$ cat src/hw/rtl/bnhg_pkg.sv
package bnhg_pkg;

  localparam int RUN_DEPTH_DEF = 16;
  localparam int INTF_W        = 16;
  localparam int ADDR_W        = 64;
  localparam int ROLE_W        = 2;
  localparam int ATTR_W        = 32;

  localparam logic [ROLE_W-1:0] ROLE_PRIMARY = 2'd0;
  localparam logic [ROLE_W-1:0] ROLE_BACKUP  = 2'd1;

  typedef struct packed {
    logic [INTF_W-1:0] intf;
    logic [ADDR_W-1:0] hi;
    logic [ADDR_W-1:0] lo;
    logic [ROLE_W-1:0] role;
    logic [ATTR_W-1:0] attr;
  } hop_t;

  localparam int HOP_W = $bits(hop_t);

  typedef enum logic [2:0] {
    ST_IDLE,
    ST_DECIDE,
    ST_APPEND,
    ST_RD,
    ST_CHK,
    ST_LAST
  } state_t;

  typedef struct packed {
    logic cap;
    logic append;
    logic clear;
    logic idx_clr;
    logic rd;
    logic hold;
    logic push;
    logic push_final;
  } cmd_t;

  typedef struct packed {
    logic mismatch;
    logic count_zero;
    logic idx_done;
    logic kept;
    logic held_valid;
    logic out_free;
    logic pend_final;
  } sts_t;

endpackage

$ cat src/hw/rtl/bnhg_ram.sv
module bnhg_ram #(
  parameter int WIDTH  = 8,
  parameter int DEPTH  = 16,
  parameter int ADDR_W = (DEPTH > 1) ? $clog2(DEPTH) : 1
) (
  input  logic              clk,
  input  logic              we,
  input  logic [ADDR_W-1:0] waddr,
  input  logic [WIDTH-1:0]  wdata,
  input  logic              re,
  input  logic [ADDR_W-1:0] raddr,
  output logic [WIDTH-1:0]  rdata
);

  logic [WIDTH-1:0] mem [DEPTH];

  always_ff @(posedge clk) begin
    if (we) begin
      mem[waddr] <= wdata;
    end
    if (re) begin
      rdata <= mem[raddr];
    end
  end

endmodule

$ cat src/hw/rtl/bnhg_ctrl.sv
module bnhg_ctrl
  import bnhg_pkg::*;
(
  input  logic clk,
  input  logic rst,
  input  logic in_valid,
  output logic in_stall,
  input  sts_t sts,
  output cmd_t cmd
);

  state_t state;
  state_t state_next;
  logic   flush_final;
  logic   flush_final_next;

  always_ff @(posedge clk) begin
    if (rst) begin
      state       <= ST_IDLE;
      flush_final <= 1'b0;
    end else begin
      state       <= state_next;
      flush_final <= flush_final_next;
    end
  end

  always_comb begin
    state_next       = state;
    flush_final_next = flush_final;
    case (state)
      ST_IDLE: begin
        if (in_valid) begin
          state_next = ST_DECIDE;
        end
      end
      ST_DECIDE: begin
        if (!sts.count_zero && sts.mismatch) begin
          flush_final_next = 1'b0;
          state_next       = ST_RD;
        end else begin
          state_next = ST_APPEND;
        end
      end
      ST_APPEND: begin
        if (sts.pend_final) begin
          flush_final_next = 1'b1;
          state_next       = ST_RD;
        end else begin
          state_next = ST_IDLE;
        end
      end
      ST_RD: begin
        state_next = sts.idx_done ? ST_LAST : ST_CHK;
      end
      ST_CHK: begin
        if (!sts.kept || !sts.held_valid || sts.out_free) begin
          state_next = ST_RD;
        end
      end
      ST_LAST: begin
        if (!sts.held_valid || sts.out_free) begin
          state_next = flush_final ? ST_IDLE : ST_APPEND;
        end
      end
      default: state_next = ST_IDLE;
    endcase
  end

  always_comb begin
    cmd        = '0;
    in_stall   = 1'b1;
    case (state)
      ST_IDLE: begin
        in_stall = 1'b0;
        cmd.cap  = in_valid;
      end
      ST_DECIDE: begin
        cmd.idx_clr = 1'b1;
      end
      ST_APPEND: begin
        cmd.append  = 1'b1;
        cmd.idx_clr = 1'b1;
      end
      ST_RD: begin
        cmd.rd = !sts.idx_done;
      end
      ST_CHK: begin
        if (sts.kept) begin
          if (!sts.held_valid) begin
            cmd.hold = 1'b1;
          end else if (sts.out_free) begin
            cmd.hold = 1'b1;
            cmd.push = 1'b1;
          end
        end
      end
      ST_LAST: begin
        if (!sts.held_valid || sts.out_free) begin
          cmd.push       = sts.held_valid;
          cmd.push_final = flush_final;
          cmd.clear      = 1'b1;
        end
      end
      default: cmd = '0;
    endcase
  end

endmodule

$ cat src/hw/rtl/bnhg_dp.sv
module bnhg_dp
  import bnhg_pkg::*;
#(
  parameter int RUN_DEPTH = RUN_DEPTH_DEF
) (
  input  logic              clk,
  input  logic              rst,
  input  cmd_t              cmd,
  output sts_t              sts,
  input  logic [INTF_W-1:0] intf_id,
  input  logic [ADDR_W-1:0] addr_hi,
  input  logic [ADDR_W-1:0] addr_lo,
  input  logic [ROLE_W-1:0] hop_role,
  input  logic [ATTR_W-1:0] attr_tag,
  input  logic              is_final,
  output logic              out_valid,
  input  logic              out_stall,
  output logic [INTF_W-1:0] out_intf_id,
  output logic [ADDR_W-1:0] out_addr_hi,
  output logic [ADDR_W-1:0] out_addr_lo,
  output logic [ROLE_W-1:0] out_role,
  output logic [ATTR_W-1:0] out_attr_tag,
  output logic              out_final,
  output logic              group_overflow
);

  localparam int AW = (RUN_DEPTH > 1) ? $clog2(RUN_DEPTH) : 1;
  localparam int CW = $clog2(RUN_DEPTH + 1);

  hop_t              pend;
  logic              pend_final;
  logic [INTF_W-1:0] key_intf;
  logic [ADDR_W-1:0] key_hi;
  logic [ADDR_W-1:0] key_lo;
  logic [CW-1:0]     count;
  logic [CW-1:0]     idx;
  logic              has_primary;
  logic              overflowed;
  hop_t              held;
  logic              held_valid;
  hop_t              rd_hop;
  logic [HOP_W-1:0]  rdata;
  logic              room;
  logic              wr_en;

  assign room   = count < CW'(RUN_DEPTH);
  assign wr_en  = cmd.append && room;
  assign rd_hop = hop_t'(rdata);

  bnhg_ram #(
    .WIDTH (HOP_W),
    .DEPTH (RUN_DEPTH),
    .ADDR_W(AW)
  ) u_run_ram (
    .clk  (clk),
    .we   (wr_en),
    .waddr(count[AW-1:0]),
    .wdata(pend),
    .re   (cmd.rd),
    .raddr(idx[AW-1:0]),
    .rdata(rdata)
  );

  always_ff @(posedge clk) begin
    if (cmd.cap) begin
      pend.intf  <= intf_id;
      pend.hi    <= addr_hi;
      pend.lo    <= addr_lo;
      pend.role  <= hop_role;
      pend.attr  <= attr_tag;
      pend_final <= is_final;
    end
    if (wr_en && count == '0) begin
      key_intf <= pend.intf;
      key_hi   <= pend.hi;
      key_lo   <= pend.lo;
    end
    if (cmd.hold) begin
      held <= rd_hop;
    end
    if (cmd.push) begin
      out_intf_id    <= held.intf;
      out_addr_hi    <= held.hi;
      out_addr_lo    <= held.lo;
      out_role       <= held.role;
      out_attr_tag   <= held.attr;
      out_final      <= cmd.push_final;
      group_overflow <= overflowed;
    end
  end

  always_ff @(posedge clk) begin
    if (rst) begin
      count       <= '0;
      idx         <= '0;
      has_primary <= 1'b0;
      overflowed  <= 1'b0;
      held_valid  <= 1'b0;
      out_valid   <= 1'b0;
    end else begin
      if (cmd.clear) begin
        count       <= '0;
        has_primary <= 1'b0;
        overflowed  <= 1'b0;
      end else if (cmd.append) begin
        if (room) begin
          count <= count + 1'b1;
          if (pend.role == ROLE_PRIMARY) begin
            has_primary <= 1'b1;
          end
        end else begin
          overflowed <= 1'b1;
        end
      end
      if (cmd.idx_clr) begin
        idx <= '0;
      end else if (cmd.rd) begin
        idx <= idx + 1'b1;
      end
      if (cmd.hold) begin
        held_valid <= 1'b1;
      end else if (cmd.push) begin
        held_valid <= 1'b0;
      end
      if (cmd.push) begin
        out_valid <= 1'b1;
      end else if (!out_stall) begin
        out_valid <= 1'b0;
      end
    end
  end

  always_comb begin
    sts.mismatch   = (key_intf != pend.intf) || (key_hi != pend.hi) || (key_lo != pend.lo);
    sts.count_zero = count == '0;
    sts.idx_done   = idx == count;
    sts.kept       = !(has_primary && rd_hop.role == ROLE_BACKUP);
    sts.held_valid = held_valid;
    sts.out_free   = !out_valid || !out_stall;
    sts.pend_final = pend_final;
  end

endmodule

$ cat src/hw/rtl/backup_next_hop_group_filter.sv
// Channel  Handshake            Payload
// in       in_valid/in_stall    intf_id addr_hi addr_lo hop_role attr_tag is_final
// out      out_valid/out_stall  out_intf_id out_addr_hi out_addr_lo out_role
//                               out_attr_tag out_final group_overflow
// An item that does not end a run is decided and appended before the next transfer.
// Ending a run starts a pass over the buffered hops; the run buffer has one read
// port, each entry is read, then kept or dropped, in its own read and check
// states, and a final read state and a last state close the pass.
// A set-ending item whose key also differs runs two such passes.
// Synchronous reset empties the run and the output register; buffer contents persist.
// A stalled output holds the pass at the next kept hop; input stalls meanwhile.
module backup_next_hop_group_filter
  import bnhg_pkg::*;
#(
  parameter int RUN_DEPTH = RUN_DEPTH_DEF
) (
  input  logic              clk,
  input  logic              rst,
  input  logic              in_valid,
  output logic              in_stall,
  input  logic [INTF_W-1:0] intf_id,
  input  logic [ADDR_W-1:0] addr_hi,
  input  logic [ADDR_W-1:0] addr_lo,
  input  logic [ROLE_W-1:0] hop_role,
  input  logic [ATTR_W-1:0] attr_tag,
  input  logic              is_final,
  output logic              out_valid,
  input  logic              out_stall,
  output logic [INTF_W-1:0] out_intf_id,
  output logic [ADDR_W-1:0] out_addr_hi,
  output logic [ADDR_W-1:0] out_addr_lo,
  output logic [ROLE_W-1:0] out_role,
  output logic [ATTR_W-1:0] out_attr_tag,
  output logic              out_final,
  output logic              group_overflow
);

  cmd_t cmd;
  sts_t sts;

  bnhg_ctrl u_ctrl (
    .clk     (clk),
    .rst     (rst),
    .in_valid(in_valid),
    .in_stall(in_stall),
    .sts     (sts),
    .cmd     (cmd)
  );

  bnhg_dp #(
    .RUN_DEPTH(RUN_DEPTH)
  ) u_dp (
    .clk           (clk),
    .rst           (rst),
    .cmd           (cmd),
    .sts           (sts),
    .intf_id       (intf_id),
    .addr_hi       (addr_hi),
    .addr_lo       (addr_lo),
    .hop_role      (hop_role),
    .attr_tag      (attr_tag),
    .is_final      (is_final),
    .out_valid     (out_valid),
    .out_stall     (out_stall),
    .out_intf_id   (out_intf_id),
    .out_addr_hi   (out_addr_hi),
    .out_addr_lo   (out_addr_lo),
    .out_role      (out_role),
    .out_attr_tag  (out_attr_tag),
    .out_final     (out_final),
    .group_overflow(group_overflow)
  );

endmodule
$ cat config.mk
export PLATFORM = sky130hd
export DESIGN_NAME = backup_next_hop_group_filter
export DESIGN_NICKNAME = d
export VERILOG_FILES = /design/src/hw/rtl/bnhg_pkg.sv /design/src/hw/rtl/bnhg_ram.sv /design/src/hw/rtl/bnhg_ctrl.sv /design/src/hw/rtl/bnhg_dp.sv /design/src/hw/rtl/backup_next_hop_group_filter.sv
export SDC_FILE = /design/constraint.sdc
export NUM_CORES = 2
export LEC_CHECK = 0
export CAP_MARGIN = 20
export CORE_UTILIZATION = 23
export CTS_CLUSTER_SIZE = 10
export DETAILED_ROUTE_END_ITERATION = 6
export DONT_BUFFER_PORTS = 1
export PLACE_DENSITY = 0.45
export SYNTH_ARGS = -nofsm -noshare
export SYNTH_HDL_FRONTEND = slang
export SYNTH_HIERARCHICAL = 1
export SYNTH_SLANG_ARGS = --single-unit
$ cat constraint.sdc
create_clock -name clk -period 16.2 [get_ports clk]
set_clock_uncertainty 0.05 [all_clocks]
set_input_delay 0.81 -clock clk [delete_from_list [all_inputs] [get_ports clk]]
set_output_delay 0.81 -clock clk [all_outputs]
set_load 0.005 [all_outputs]
==> impl_metrics.env <==
export IMPL_power_leakage_nw=47.0
export IMPL_rows=281
export IMPL_relSlewSlack_pct=22.1
export IMPL_syn_nets=5845
export IMPL_max_freq_mhz=174
export IMPL_final_antenna_net_count=0
export IMPL_dp_cells=13377
export IMPL_syn2layout_area_growth_pct=18.0
export IMPL_rsz0062_at_grt="false"
export IMPL_grt_pass1_vias=63688
export IMPL_worstReg2RegEnd="u_dp/u_run_ram/mem[9][79]"
export IMPL_r2r_cells=7
export IMPL_numCtsBuffers=430
export IMPL_fin_crit_ps=5760
export IMPL_hold_path_depth=2
export IMPL_cp_arrival_ps=6310
export IMPL_met3_usage_pct=3.05
export IMPL_drv_cap=0
export IMPL_timing_rr_start="u_ctrl/state[1]"
export IMPL_synth_edf_count=3707
export IMPL_overflow=0
export IMPL_boundaryPins=365
export IMPL_synth_area_leader_cell="edfxtp_1"
export IMPL_ctsResizeCount=0
export IMPL_synth_ff_type="edfxtp_1"
export IMPL_yosysUniqueCellTypes=55
export IMPL_grt_first_pass_wirelength_mm=541
export IMPL_ys_async_sr_fraction_pct=0
export IMPL_setup_viol=0
export IMPL_hold_start="out_stall"
export IMPL_setup_tns_ps=0
export IMPL_wire_per_inst_um=27.8
export IMPL_instances_no_fill=14177
export IMPL_worstPathRequired_ps=16750
export IMPL_nNetsFinal=6397
export IMPL_grt_busiest_layer="met2"
export IMPL_hpwl_mm=227
export IMPL_rrSetupSlack_ps=10440
export IMPL_n_fill_cell=57679
export IMPL_h_tree_depth=5
export IMPL_crit_path_max_fanout=45
export IMPL_cts_buffer_depth=4
export IMPL_yosys_top_cells_count="3707 x edfxtp_1, 660 x mux4_2, 297 x a22oi_1"
export IMPL_holdPathEnd="u_dp/out_valid"
export IMPL_ys_ff_latch=3725
export IMPL_firstDrtPassIters=5
export IMPL_path_class="reg2reg"
export IMPL_yosysMostFrequentCell="edfxtp_1"
export IMPL_drcViolationCount=0
export IMPL_fin_hold_ws_ps=167
export IMPL_hold_path_class="in2reg"
export IMPL_via_per_inst=4.33
export IMPL_end_kind="flip-flop"
export IMPL_die_w_um=769
export IMPL_tightest_slew_ps=1170
export IMPL_die_h_um=769
export IMPL_path_clk_slew_ps=60
export IMPL_cts_tree="done"
export IMPL_drtIter0Drc=6015
export IMPL_post_cts_buffers=0
export IMPL_drt_total_wl_mm=395
export IMPL_grtUsageTotal_pct=13.0
export IMPL_clk_latency_ps=1030
export IMPL_synth_seq_area_share_pct=82.6
export IMPL_start_util_pct=23.1
export IMPL_coreArea_um2=586000
export IMPL_outcome="completed"
export IMPL_p_per_area_nw_per_um2=126
export IMPL_antenna_found_initial=127
export IMPL_grt_util_met2_pct=20.7
export IMPL_grt_max_degree=127
export IMPL_holdBufCountCts=181
export IMPL_slew_violations=0
export IMPL_yosysTopAreaCellShare_pct=82.3
export IMPL_synth_area_leaders="edfxtp_1 82%, mux4_2 11%, a22oi_1 1.6%, mux2_2 0.80%, xor2_1 0.80%"
export IMPL_min_period_over_period_pct=35.6
export IMPL_startpoint_type="flip-flop"
export IMPL_synth_area_per_cell_um2=23.9
export IMPL_drive_above_1_share_pct=23.3
export IMPL_hold_viol_final=0
export IMPL_port_buffers=0
export IMPL_num_vias=61367
export IMPL_die_area_um2=591000
export IMPL_synthCells=5659
export IMPL_use_met1_pct=18.0
export IMPL_cts_root_buf="clkbuf_16"
export IMPL_gp_congestion=0.721
export IMPL_irDropWorstVdd_uv=94.3
export IMPL_syn_area_um2=135000
export IMPL_cts_sinks=3725
export IMPL_yosys_warnings=6
[kinds of logic (layout without fill, tap and decap cells)]
| group | Yosys count | after routing | share of synthesized area (%) |
|---|---|---|---|
| simple gates | 320 | 320 | 1.19 |
| buf+inv | 266 | 975 | 0.929 |
| fa+ha+maj | 3 | 3 | 0.0278 |
| other cells | 0 | 27 | 0 |
| xor+xnor | 149 | 149 | 0.965 |
| compound gates | 402 | 402 | 2.24 |
| flops | 3725 | 3725 | 82.6 |
| mux | 794 | 794 | 12.1 |
[worst max-delay path, stage by stage (launching register included)]
cell and delay [ps]:
dfxtp_1 460, nor3b_1 610, nor2b_1 600, nand3b_1 420
nor2_4 730, buf_4 830, buf_4 660, buf_4 790
[cell usage in the layout (no fill, tap or decap), drive strengths merged, types with 14 or more instances in the layout]
cell	instances
a221oi	19
a22oi	297
buf	195
clkbuf	521
clkinv	56
dfxtp	18
diode	27
dlygate4sd3	181
edfxtp	3707
inv	19
mux2	96
mux2i	38
mux4	660
nand2	132
nand2b	26
nand4	17
nor2	29
nor2b	43
nor3	14
nor4	31
o21ai	25
o221ai	33
xnor2	26
xor2	123
[state kept, by name (all words and copies together) (netlist names), 2 cells and up]
register,count
u_ctrl/state,3
u_dp/count,5
u_dp/held,178
u_dp/idx,5
u_dp/key_hi,64
u_dp/key_intf,16
u_dp/key_lo,64
u_dp/out_addr_hi,64
u_dp/out_addr_lo,64
u_dp/out_attr_tag,32
u_dp/out_intf_id,16
u_dp/out_role,2
u_dp/pend,178
u_dp/u_run_ram/mem,2848
u_dp/u_run_ram/rdata,178
[per-layer routing]
metal | share of wire, % | vias up
met3 | 7.0 | 570
li1 | - | 24970
met1 | 44 | 33726
met4 | 2.5 | 42
met5 | 0.066 | -
met2 | 46 | 2059
[power breakdown]
part           total (mW)  switching, mW  internal, mW
sequential           11.0          0.192          10.8
clock                8.66           3.79          4.88
combinational       0.430          0.306         0.123
[final cells by class]
cell class | instances | area [um^2] | share of cell area (%)
timing repair buffer | 376 | 3460 | 2.17
sequential | 3725 | 112000 | 70.0
antenna | 27 | 67.6 | 0.0423
inverter | 10 | 37.5 | 0.0235
clock buffer | 521 | 11200 | 7.03
multi-input combinational | 1668 | 22600 | 14.1
tap | 7782 | 9740 | 6.10
clock inverter | 68 | 838 | 0.525
[how the worst max path moves through the flow]
stage,startpoint,to,slack (ps),cells past startpoint
2_1_floorplan,u_ctrl/state[1],u_dp/u_run_ram/mem[0][0],1540,7
3_3_place_gp,u_dp/idx[0],u_dp/u_run_ram/rdata[120],10270,7
3_5_place_dp,u_dp/idx[0],u_dp/u_run_ram/rdata[120],10280,7
4_1_cts,u_dp/idx[0],u_dp/u_run_ram/rdata[120],10300,7
5_1_grt,u_ctrl/state[1],u_dp/u_run_ram/mem[9][84],9930,7
6_report,u_ctrl/state[1],u_dp/u_run_ram/mem[9][79],10440,7
[metrics by stage]
stage / cell area (um^2) / util, % / worst slack (ps) / power, mW
after floorplan: 135000 / - / 1540 / 11.3
after global placement: 146000 / 24.9 / 10270 / 11.6
after detailed placement: 146000 / 24.9 / 10280 / 11.6
after CTS: 159000 / 27.2 / 10300 / 20.4
after global routing: 160000 / 27.2 / 9930 / 20.8
final: 160000 / 27.2 / 10440 / 20.1
Note: power is estimated with default switching activity, not from simulation.
